[src/rtl/gamepad_drive_command_mapper_macros.svh]
// Assertion macros shared by the drive command mapper RTL.
// Depends on nothing; included by the top level for its end-of-file checks.
`ifndef GAMEPAD_DRIVE_COMMAND_MAPPER_MACROS_SVH
`define GAMEPAD_DRIVE_COMMAND_MAPPER_MACROS_SVH

// Same-cycle implication, disabled while reset is held.
`define GDCM_ASSERT_NOW(label, clk, rst_n, ante, cons) \
    label: assert property (@(posedge clk) disable iff (!(rst_n)) (ante) |-> (cons)) \
        else $error("gdcm: same-cycle check failed");

// Next-cycle implication, disabled while reset is held.
`define GDCM_ASSERT_NEXT(label, clk, rst_n, ante, cons) \
    label: assert property (@(posedge clk) disable iff (!(rst_n)) (ante) |=> (cons)) \
        else $error("gdcm: next-cycle check failed");

`endif

[src/rtl/gdcm_pkg.sv]
// Types and constants of the gamepad drive command mapper.
// Used by every module of the block; depends on nothing.
`default_nettype none

package gdcm_pkg;

    // Q15 fixed point: 32768 stands for 1.0.
    localparam logic [16:0] Q15_ONE    = 17'd32768;
    localparam logic [14:0] HALF_SCALE = 15'd16384;
    localparam int          GAIN_SHIFT = 14;
    localparam logic [31:0] GAIN_ROUND = 32'd8192;

    // Configuration port.
    localparam int CFG_IDX_W  = 1;
    localparam int CFG_DATA_W = 16;
    localparam logic [CFG_IDX_W-1:0] REG_DEADZONE = 1'd0;
    localparam logic [CFG_IDX_W-1:0] REG_GAIN     = 1'd1;
    localparam logic [14:0] DEADZONE_RESET = 15'd3277;
    localparam logic [15:0] GAIN_RESET     = 16'd18204;

    // Drive modes cycle from the first to the last and wrap.
    localparam logic [1:0] MODE_FIRST = 2'd1;
    localparam logic [1:0] MODE_LAST  = 2'd3;

    typedef struct packed {
        logic a;
        logic b;
        logic x;
        logic y;
    } t_buttons;

    typedef struct packed {
        logic       armed;
        logic       estop;
        logic       lights_on;
        logic [1:0] drive_mode;
        logic       clear_estop_latch;
    } t_flags;

    // Positive full-scale correction: r * 32768 / 32767 rounded to nearest.
    function automatic logic [15:0] q15_norm(input logic [14:0] r);
        logic [15:0] res;
        res = {1'b0, r};
        if (r >= HALF_SCALE) begin
            res = {1'b0, r} + 16'd1;
        end
        return res;
    endfunction

endpackage

`default_nettype wire

[src/rtl/gdcm_in_if.sv]
// Input channel of the drive command mapper: one controller sample per transaction.
// Carries valid, ready and the sample fields; depends on nothing.
`default_nettype none

interface gdcm_in_if;
    logic               valid;
    logic               ready;
    logic signed [15:0] stick_x;
    logic [14:0]        trigger_right;
    logic [14:0]        trigger_left;
    logic               button_a;
    logic               button_b;
    logic               button_x;
    logic               button_y;

    modport source (
        output valid, stick_x, trigger_right, trigger_left,
        output button_a, button_b, button_x, button_y,
        input  ready
    );
    modport sink (
        input  valid, stick_x, trigger_right, trigger_left,
        input  button_a, button_b, button_x, button_y,
        output ready
    );
endinterface

`default_nettype wire

[src/rtl/gdcm_out_if.sv]
// Output channel of the drive command mapper: one drive command per transaction.
// Carries valid, ready and the command fields; depends on nothing.
`default_nettype none

interface gdcm_out_if;
    logic               valid;
    logic               ready;
    logic signed [16:0] steering;
    logic signed [16:0] throttle;
    logic               armed;
    logic               estop;
    logic               lights_on;
    logic [1:0]         drive_mode;
    logic               clear_estop_latch;

    modport source (
        output valid, steering, throttle, armed, estop, lights_on,
        output drive_mode, clear_estop_latch,
        input  ready
    );
    modport sink (
        input  valid, steering, throttle, armed, estop, lights_on,
        input  drive_mode, clear_estop_latch,
        output ready
    );
endinterface

`default_nettype wire

[src/rtl/gamepad_drive_command_mapper.sv]
// Gamepad drive command mapper: one controller sample in, one drive command out.
// A sample passes the input register, then waits as a command in the result register.
// Throughput is one sample per cycle while o_out.ready is high, set by that register pair.
// Synchronous reset disarms, clears estop and lights, sets drive mode one and
// loads the deadzone (3277) and gain (18204) registers; no clearing pass is needed.
`default_nettype none

module gamepad_drive_command_mapper (
    input  wire logic                               i_clk,
    input  wire logic                               i_rst_n,
    gdcm_in_if.sink                                 i_in,
    gdcm_out_if.source                              o_out,
    input  wire logic                               i_cfg_we,
    input  wire logic [gdcm_pkg::CFG_IDX_W-1:0]     i_cfg_idx,
    input  wire logic [gdcm_pkg::CFG_DATA_W-1:0]    i_cfg_wdata
);

    // Configuration registers.
    logic [14:0] r_deadzone;
    logic [15:0] r_gain;

    // Input stage.
    logic               r_in_valid;
    logic signed [15:0] r_stick_x;
    logic [14:0]        r_trig_r;
    logic [14:0]        r_trig_l;
    gdcm_pkg::t_buttons r_btn;

    // Result stage.
    logic               r_out_valid;
    logic signed [16:0] r_steering;
    logic signed [16:0] r_throttle;
    gdcm_pkg::t_flags   r_flags;

    logic               out_free;
    logic               advance;
    logic               take;
    logic signed [16:0] n_steering;
    logic signed [16:0] n_throttle;
    gdcm_pkg::t_flags   n_flags;

    // Pipeline handshake: each stage moves when the one after it can take.
    assign out_free   = !r_out_valid || o_out.ready;
    assign advance    = r_in_valid && out_free;
    assign i_in.ready = !r_in_valid || out_free;
    assign take       = i_in.valid && i_in.ready;

    // Configuration writes.
    always_ff @(posedge i_clk) begin
        if (!i_rst_n) begin
            r_deadzone <= gdcm_pkg::DEADZONE_RESET;
            r_gain     <= gdcm_pkg::GAIN_RESET;
        end else if (i_cfg_we) begin
            unique case (i_cfg_idx)
                gdcm_pkg::REG_DEADZONE: r_deadzone <= i_cfg_wdata[14:0];
                gdcm_pkg::REG_GAIN:     r_gain     <= i_cfg_wdata[15:0];
                default: ;
            endcase
        end
    end

    // Input register.
    always_ff @(posedge i_clk) begin
        if (!i_rst_n) begin
            r_in_valid <= 1'b0;
        end else if (i_in.ready) begin
            r_in_valid <= i_in.valid;
        end
    end

    always_ff @(posedge i_clk) begin
        if (take) begin
            r_stick_x <= i_in.stick_x;
            r_trig_r  <= i_in.trigger_right;
            r_trig_l  <= i_in.trigger_left;
            r_btn     <= '{a: i_in.button_a, b: i_in.button_b,
                           x: i_in.button_x, y: i_in.button_y};
        end
    end

    gdcm_analog u_analog (
        .i_stick_x       (r_stick_x),
        .i_trigger_right (r_trig_r),
        .i_trigger_left  (r_trig_l),
        .i_deadzone      (r_deadzone),
        .i_gain          (r_gain),
        .o_steering      (n_steering),
        .o_throttle      (n_throttle)
    );

    gdcm_buttons u_buttons (
        .i_clk   (i_clk),
        .i_rst_n (i_rst_n),
        .i_en    (advance),
        .i_btn   (r_btn),
        .o_flags (n_flags)
    );

    // Result register.
    always_ff @(posedge i_clk) begin
        if (!i_rst_n) begin
            r_out_valid <= 1'b0;
        end else if (out_free) begin
            r_out_valid <= r_in_valid;
        end
    end

    always_ff @(posedge i_clk) begin
        if (advance) begin
            r_steering <= n_steering;
            r_throttle <= n_throttle;
            r_flags    <= n_flags;
        end
    end

    assign o_out.valid             = r_out_valid;
    assign o_out.steering          = r_steering;
    assign o_out.throttle          = r_throttle;
    assign o_out.armed             = r_flags.armed;
    assign o_out.estop             = r_flags.estop;
    assign o_out.lights_on         = r_flags.lights_on;
    assign o_out.drive_mode        = r_flags.drive_mode;
    assign o_out.clear_estop_latch = r_flags.clear_estop_latch;

    // Checks on the pipeline, the flag logic and the steering range.
`include "gamepad_drive_command_mapper_macros.svh"

    `GDCM_ASSERT_NOW(a_full_stall_blocks, i_clk, i_rst_n, r_in_valid && r_out_valid && !o_out.ready, !i_in.ready)
    `GDCM_ASSERT_NOW(a_armed_estop_excl, i_clk, i_rst_n, o_out.valid, !(o_out.armed && o_out.estop))
    `GDCM_ASSERT_NOW(a_pulse_flags, i_clk, i_rst_n, o_out.valid && o_out.clear_estop_latch, o_out.armed != o_out.estop)
    `GDCM_ASSERT_NOW(a_steer_range, i_clk, i_rst_n, o_out.valid, (o_out.steering <= 17'sd32768) && (o_out.steering >= -17'sd32768))
    `GDCM_ASSERT_NEXT(a_advance_fills_out, i_clk, i_rst_n, advance, r_out_valid)

endmodule

`default_nettype wire

[src/rtl/gdcm_analog.sv]
// Analogue path: stick normalisation, deadzone with gain and saturation, and throttle.
// Purely combinational; depends on gdcm_pkg.
`default_nettype none

module gdcm_analog (
    input  wire logic signed [15:0] i_stick_x,
    input  wire logic [14:0]        i_trigger_right,
    input  wire logic [14:0]        i_trigger_left,
    input  wire logic [14:0]        i_deadzone,
    input  wire logic [15:0]        i_gain,
    output logic signed [16:0]      o_steering,
    output logic signed [16:0]      o_throttle
);

    logic        neg;
    logic [16:0] neg_ext;
    logic [15:0] mag;
    logic        below;
    logic [15:0] excess;
    logic [31:0] prod;
    logic [31:0] rounded;
    logic [17:0] scaled;
    logic [16:0] sat_mag;

    // Magnitude of the normalised stick: negative values pass unchanged.
    assign neg     = i_stick_x[15];
    assign neg_ext = 17'd0 - {i_stick_x[15], i_stick_x};
    assign mag     = neg ? neg_ext[15:0] : gdcm_pkg::q15_norm(i_stick_x[14:0]);

    // Deadzone removal, gain with round half away from zero, then saturation.
    assign below   = mag < {1'b0, i_deadzone};
    assign excess  = mag - {1'b0, i_deadzone};
    assign prod    = excess * i_gain;
    assign rounded = prod + gdcm_pkg::GAIN_ROUND;
    assign scaled  = rounded[31:gdcm_pkg::GAIN_SHIFT];
    assign sat_mag = (scaled > {1'b0, gdcm_pkg::Q15_ONE}) ? gdcm_pkg::Q15_ONE : scaled[16:0];

    always_comb begin
        if (below) begin
            o_steering = '0;
        end else if (neg) begin
            o_steering = $signed(17'd0 - sat_mag);
        end else begin
            o_steering = $signed(sat_mag);
        end
    end

    // Throttle is the difference of the two normalised triggers.
    assign o_throttle = $signed({1'b0, gdcm_pkg::q15_norm(i_trigger_right)}
                              - {1'b0, gdcm_pkg::q15_norm(i_trigger_left)});

endmodule

`default_nettype wire

[src/rtl/gdcm_buttons.sv]
// Button edge detection and the arm, estop, lights and drive mode state.
// State advances once per transaction that leaves the input stage; depends on gdcm_pkg.
`default_nettype none

module gdcm_buttons (
    input  wire logic              i_clk,
    input  wire logic              i_rst_n,
    input  wire logic              i_en,
    input  wire gdcm_pkg::t_buttons i_btn,
    output gdcm_pkg::t_flags       o_flags
);

    gdcm_pkg::t_buttons r_hist;
    logic               r_armed;
    logic               r_estop;
    logic               r_lights;
    logic [1:0]         r_mode;

    gdcm_pkg::t_buttons rise;
    logic               n_armed;
    logic               n_estop;
    logic               n_lights;
    logic [1:0]         n_mode;
    logic               n_pulse;

    // A button acts only on the sample where it goes from released to pressed.
    assign rise = i_btn & ~r_hist;

    // Arming is applied first; an estop in the same sample then wins.
    always_comb begin
        n_armed  = r_armed;
        n_estop  = r_estop;
        n_pulse  = 1'b0;
        n_lights = r_lights ^ rise.y;
        n_mode   = r_mode;
        if (rise.a) begin
            n_armed = ~r_armed;
            if (!r_armed) begin
                n_estop = 1'b0;
                n_pulse = 1'b1;
            end
        end
        if (rise.b) begin
            n_estop = 1'b1;
            n_armed = 1'b0;
        end
        if (rise.x) begin
            n_mode = (r_mode == gdcm_pkg::MODE_LAST) ? gdcm_pkg::MODE_FIRST : r_mode + 2'd1;
        end
    end

    always_ff @(posedge i_clk) begin
        if (!i_rst_n) begin
            r_hist   <= '0;
            r_armed  <= 1'b0;
            r_estop  <= 1'b0;
            r_lights <= 1'b0;
            r_mode   <= gdcm_pkg::MODE_FIRST;
        end else if (i_en) begin
            r_hist   <= i_btn;
            r_armed  <= n_armed;
            r_estop  <= n_estop;
            r_lights <= n_lights;
            r_mode   <= n_mode;
        end
    end

    assign o_flags = '{armed: n_armed, estop: n_estop, lights_on: n_lights,
                       drive_mode: n_mode, clear_estop_latch: n_pulse};

endmodule

`default_nettype wire

[src/flat_wrapper.sv]
// flat-port wrapper written by rule: the top's interface ports become plain ports
module gamepad_drive_command_mapper_flat 
  (i_clk, i_rst_n, i_cfg_we, i_cfg_idx, i_cfg_wdata, i_in_valid, i_in_stick_x, i_in_trigger_right, i_in_trigger_left, i_in_button_a, i_in_button_b, i_in_button_x, i_in_button_y, i_in_ready, o_out_valid, o_out_steering, o_out_throttle, o_out_armed, o_out_estop, o_out_lights_on, o_out_drive_mode, o_out_clear_estop_latch, o_out_ready);
  gdcm_in_if i_in_i ();
  gdcm_out_if o_out_i ();
  input  wire logic i_clk;
  input  wire logic i_rst_n;
  input  wire logic i_cfg_we;
  input  wire logic [gdcm_pkg::CFG_IDX_W-1:0] i_cfg_idx;
  input  wire logic [gdcm_pkg::CFG_DATA_W-1:0] i_cfg_wdata;
  input wire logic [$bits(i_in_i.valid)-1:0] i_in_valid;
  input wire logic [$bits(i_in_i.stick_x)-1:0] i_in_stick_x;
  input wire logic [$bits(i_in_i.trigger_right)-1:0] i_in_trigger_right;
  input wire logic [$bits(i_in_i.trigger_left)-1:0] i_in_trigger_left;
  input wire logic [$bits(i_in_i.button_a)-1:0] i_in_button_a;
  input wire logic [$bits(i_in_i.button_b)-1:0] i_in_button_b;
  input wire logic [$bits(i_in_i.button_x)-1:0] i_in_button_x;
  input wire logic [$bits(i_in_i.button_y)-1:0] i_in_button_y;
  output wire logic [$bits(i_in_i.ready)-1:0] i_in_ready;
  output wire logic [$bits(o_out_i.valid)-1:0] o_out_valid;
  output wire logic [$bits(o_out_i.steering)-1:0] o_out_steering;
  output wire logic [$bits(o_out_i.throttle)-1:0] o_out_throttle;
  output wire logic [$bits(o_out_i.armed)-1:0] o_out_armed;
  output wire logic [$bits(o_out_i.estop)-1:0] o_out_estop;
  output wire logic [$bits(o_out_i.lights_on)-1:0] o_out_lights_on;
  output wire logic [$bits(o_out_i.drive_mode)-1:0] o_out_drive_mode;
  output wire logic [$bits(o_out_i.clear_estop_latch)-1:0] o_out_clear_estop_latch;
  input wire logic [$bits(o_out_i.ready)-1:0] o_out_ready;
  assign i_in_i.valid = i_in_valid;
  assign i_in_i.stick_x = i_in_stick_x;
  assign i_in_i.trigger_right = i_in_trigger_right;
  assign i_in_i.trigger_left = i_in_trigger_left;
  assign i_in_i.button_a = i_in_button_a;
  assign i_in_i.button_b = i_in_button_b;
  assign i_in_i.button_x = i_in_button_x;
  assign i_in_i.button_y = i_in_button_y;
  assign i_in_ready = i_in_i.ready;
  assign o_out_valid = o_out_i.valid;
  assign o_out_steering = o_out_i.steering;
  assign o_out_throttle = o_out_i.throttle;
  assign o_out_armed = o_out_i.armed;
  assign o_out_estop = o_out_i.estop;
  assign o_out_lights_on = o_out_i.lights_on;
  assign o_out_drive_mode = o_out_i.drive_mode;
  assign o_out_clear_estop_latch = o_out_i.clear_estop_latch;
  assign o_out_i.ready = o_out_ready;
  gamepad_drive_command_mapper u_core (.i_clk(i_clk), .i_rst_n(i_rst_n), .i_in(i_in_i), .o_out(o_out_i), .i_cfg_we(i_cfg_we), .i_cfg_idx(i_cfg_idx), .i_cfg_wdata(i_cfg_wdata));
endmodule
[config.mk]
export PLATFORM = sky130hd
export DESIGN_NAME = gamepad_drive_command_mapper_flat
export DESIGN_NICKNAME = d
export VERILOG_FILES = /design/src/rtl/gdcm_pkg.sv /design/src/rtl/gdcm_in_if.sv /design/src/rtl/gdcm_out_if.sv /design/src/rtl/gamepad_drive_command_mapper.sv /design/src/rtl/gdcm_analog.sv /design/src/rtl/gdcm_buttons.sv /design/src/flat_wrapper.sv
export VERILOG_INCLUDE_DIRS = /design/src /design/src/rtl
export SDC_FILE = /design/constraint.sdc
export NUM_CORES = 1
export LEC_CHECK = 0
export BUFFER_PORTS_ARGS = -buffer_cell sky130_fd_sc_hd__buf_2
export CAP_MARGIN = 10
export CORE_MARGIN = 3
export CORE_UTILIZATION = 55
export CTS_BUF_LIST = sky130_fd_sc_hd__clkbuf_2 sky130_fd_sc_hd__clkbuf_4 sky130_fd_sc_hd__clkbuf_8
export CTS_CLUSTER_SIZE = 12
export DETAILED_ROUTE_END_ITERATION = 7
export GPL_TIMING_DRIVEN = 0
export HOLD_SLACK_MARGIN = 0.06
export PLACE_DENSITY = 0.71
export REMOVE_ABC_BUFFERS = 1
export SETUP_SLACK_MARGIN = 0.5
export SLEW_MARGIN = 10
export SYNTH_ARGS = -nofsm -noshare
export SYNTH_HDL_FRONTEND = slang
export SYNTH_SLANG_ARGS = --single-unit
export TNS_END_PERCENT = 30
[constraint.sdc]
create_clock -name i_clk -period 16.4 [get_ports i_clk]
set_input_delay 0 -clock i_clk [delete_from_list [all_inputs] [get_ports i_clk]]
set_output_delay 0 -clock i_clk [all_outputs]
set_load 0.005 [all_outputs]
==> out/metrics.yaml <==
placement:
  gp_congestion: 0.910
  dp_hpwl_um: 32900
  placed_cells: 2293
  portBuffers: 113
sta:
  max_freq_ghz: 0.0736
  rsz0062_at_grt: "no"
  relSlewSlack_pct: 23.1
  tightest_slew_ns: 1.15
  fin_tns_setup_ns: 0
  finalCriticalPeriod_ns: 13.58
  final_max_slew_viol_count: 0
  min_period_over_period_pct: 82.8
  hold_viol_final: 0
  setup_viol: 0
  skew_ns: 0.0163
die:
  dieArea_um2: 32800
  initial_core_util_pct: 56.4
  die_w_um: 181
  pin_count: 114
  core_region_area_um2: 30000
  rows: 63
  die_y_um: 181
finish:
  multiInputGateArea_um2: 12000
  drive_gt1_share_pct: 10.3
  mostFrequentLayoutCell: "inv_1"
  nNetsFinal: 2416
  final_cells: 2402
  regArea_um2: 3540
  final_cell_mix: "inv_1, nand2_1, fa_1, ha_1, buf_2"
  nFillCells: 2446
  syn2layout_area_growth_pct: 12.5
grt:
  overflow: 0
  use_met3_pct: 4.95
  grt.met1_usage_pct: 35.3
  first_global_vias: 14700
  grt_max_degree: 52
  grt-busiest-layer: "met2"
  grt_first_pass_wirelength_um: 74200
  grt_usage_pct: 28.0
  grtUsageMet2_pct: 47.8
  antenna_found_initial: 0
worst_setup_path:
  cp.depth: 40
  reg2reg_depth: 40
  critPathLaunchType: "flop"
  path_buf_inv: 6
  cp.arrival_ns: 13.75
  crit_top_cell: "fa_1"
  slowest_delay_ns: 1.12
  cp.required_ns: 16.57
  critPathKind: "reg2reg"
  cp-end-kind: "flop"
  crit_fanout: 33
  path_delay_family: "compound AO/OA/AOI/OAI gates"
  r2r_slack_ns: 2.82
  critical_path.slowest_cell: "edfxtp_1"
cts:
  cts.sinks: 132
  htreeDepth: 4
  clockRootBuffer: "clkbuf_8"
  post_cts_buffers: 0
  cts_inserted_buffers: 17
  clockBufferDepth: 2
  cts.repair.resized: 0
  clk_latency_ns: 0.47
  hold_buffers: 76
  cts_tree: "yes"
  clk_pin_slew_ns: 0.08
synthesis:
  yosysWarnings: 0
  async_flop_share_pct: 0
  ys_ff_latch: 132
  yosysUniqueCellTypes: 81
  synth_edf_count: 90
  netlist_area_um2: 16900
  seq_area_frac_synth_pct: 21.0
  syn_inst: 1878
  synthFlopType: "edfxtp_1"
  avgSynthCellArea_um2: 8.99
job:
  cap_viol_max_count: 0
drt:
  wl_um: 45200
  dr.pass1.iters: 6
  drc: 0
  ant_nets: 0
  drt-initial-drc-count: 1190
  vias_per_cell: 5.92
  num_vias: 14200
  routedWlPerCell_um: 18.8
min_path:
  hold_depth: 4
  hold_path_class: "in2reg"
outcome:
  outcome: "finished clean"
==> logic make-up after synthesis <==
family	Yosys count	synth area share (%)
simple gates	666	20.1
buf+inv	378	8.53
fa+ha+maj	346	34.3
compound gates	272	11.6
flops	132	21.0
xor+xnor	76	3.94
mux	8	0.489
==> per-layer routing <==
layer,vias to the layer above,share of wire [%]
li1,6553,-
met4,0,4.0
met3,116,6.8
met2,556,49
met1,6987,40
met5,-,0
==> worst register-to-register path: cells and delay by family (launching register included) <==
family / cells / cell delay, ns
flops: 1 / 1.12
fa+ha+maj: 9 / 4.02
xor+xnor: 1 / 0.12
buf+inv: 6 / 1.15
simple gates: 9 / 2.08
compound gates: 15 / 4.80
==> sequential cells by signal, summed over array words and instances, names as in the netlist <==
register and count:
u_core.o_out.valid 1, u_core.r_gain 16, u_core.r_in_valid 1, u_core.u_buttons.r_lights 1, u_core.o_out.throttle 17, u_core.o_out.steering 17
u_core.r_btn 4, u_core.r_trig_r 15, u_core.u_buttons.r_mode 2, u_core.u_buttons.r_armed 1, u_core.o_out.estop 1, u_core.o_out.lights_on 1
u_core.o_out.drive_mode 2, u_core.r_stick_x 16, u_core.r_trig_l 15, u_core.u_buttons.r_estop 1, u_core.o_out.clear_estop_latch 1, u_core.o_out.armed 1
u_core.u_buttons.r_hist 4, u_core.r_deadzone 15
==> synthesized netlist by cell type (16+ instances only) <==
cell type	instances	area share [%]
nor2_1	73	1.6
inv_1	271	6.0
nand3_1	89	2.6
ha_1	150	11
nand2_1	218	4.8
o21ai_0	51	1.5
o211ai_1	16	0.71
clkbuf_1	91	2.0
nand2b_1	22	0.81
nor4_1	17	0.63
nor3_1	30	0.89
xor2_1	30	1.6
o2111ai_1	19	0.99
a21oi_1	31	0.92
fa_1	196	23
xnor2_1	46	2.4
a21boi_0	31	1.4
nor2b_1	21	0.78
and3_1	17	0.63
and2_1	97	3.6
dfxtp_1	42	5.0
nand4_1	25	0.93
edfxtp_1	90	16
==> metrics by stage <==
stage,area (um2),hold slack [ns],setup slack (ns),utilization [%]
after floorplan,16500,0.0619,4.20,-
after global placement,17500,0.177,2.09,58.5
after detailed placement,17900,0.178,3.06,59.7
after CTS,19000,0.106,2.98,63.4
after global routing,19000,0.158,1.94,63.4
final,19000,0.142,2.82,63.5
==> final cells by class <==
type / instances / area share, %
Tap cell: 390 / 2.57
Clock buffer: 22 / 1.49
Sequential cell: 132 / 18.6
Inverter: 273 / 5.40
Clock inverter: 10 / 0.441
Multi-Input combinational cell: 1368 / 63.2
Timing Repair Buffer: 206 / 8.24
Antenna cell: 1 / 0.0132
==> path summary, 6_finish.rpt <==
check,from,end
max,u_core.r_stick_x[15],u_core.o_out.steering[8]
min,i_cfg_we,u_core.r_deadzone[5]
max reg2reg,u_core.r_stick_x[15],u_core.o_out.steering[8]
min reg2reg,u_core.u_buttons.r_hist[0],u_core.u_buttons.r_hist[0]
Power is not shown: default switching activity piles up to over one toggle a cycle in this logic, so the estimate is an artifact.
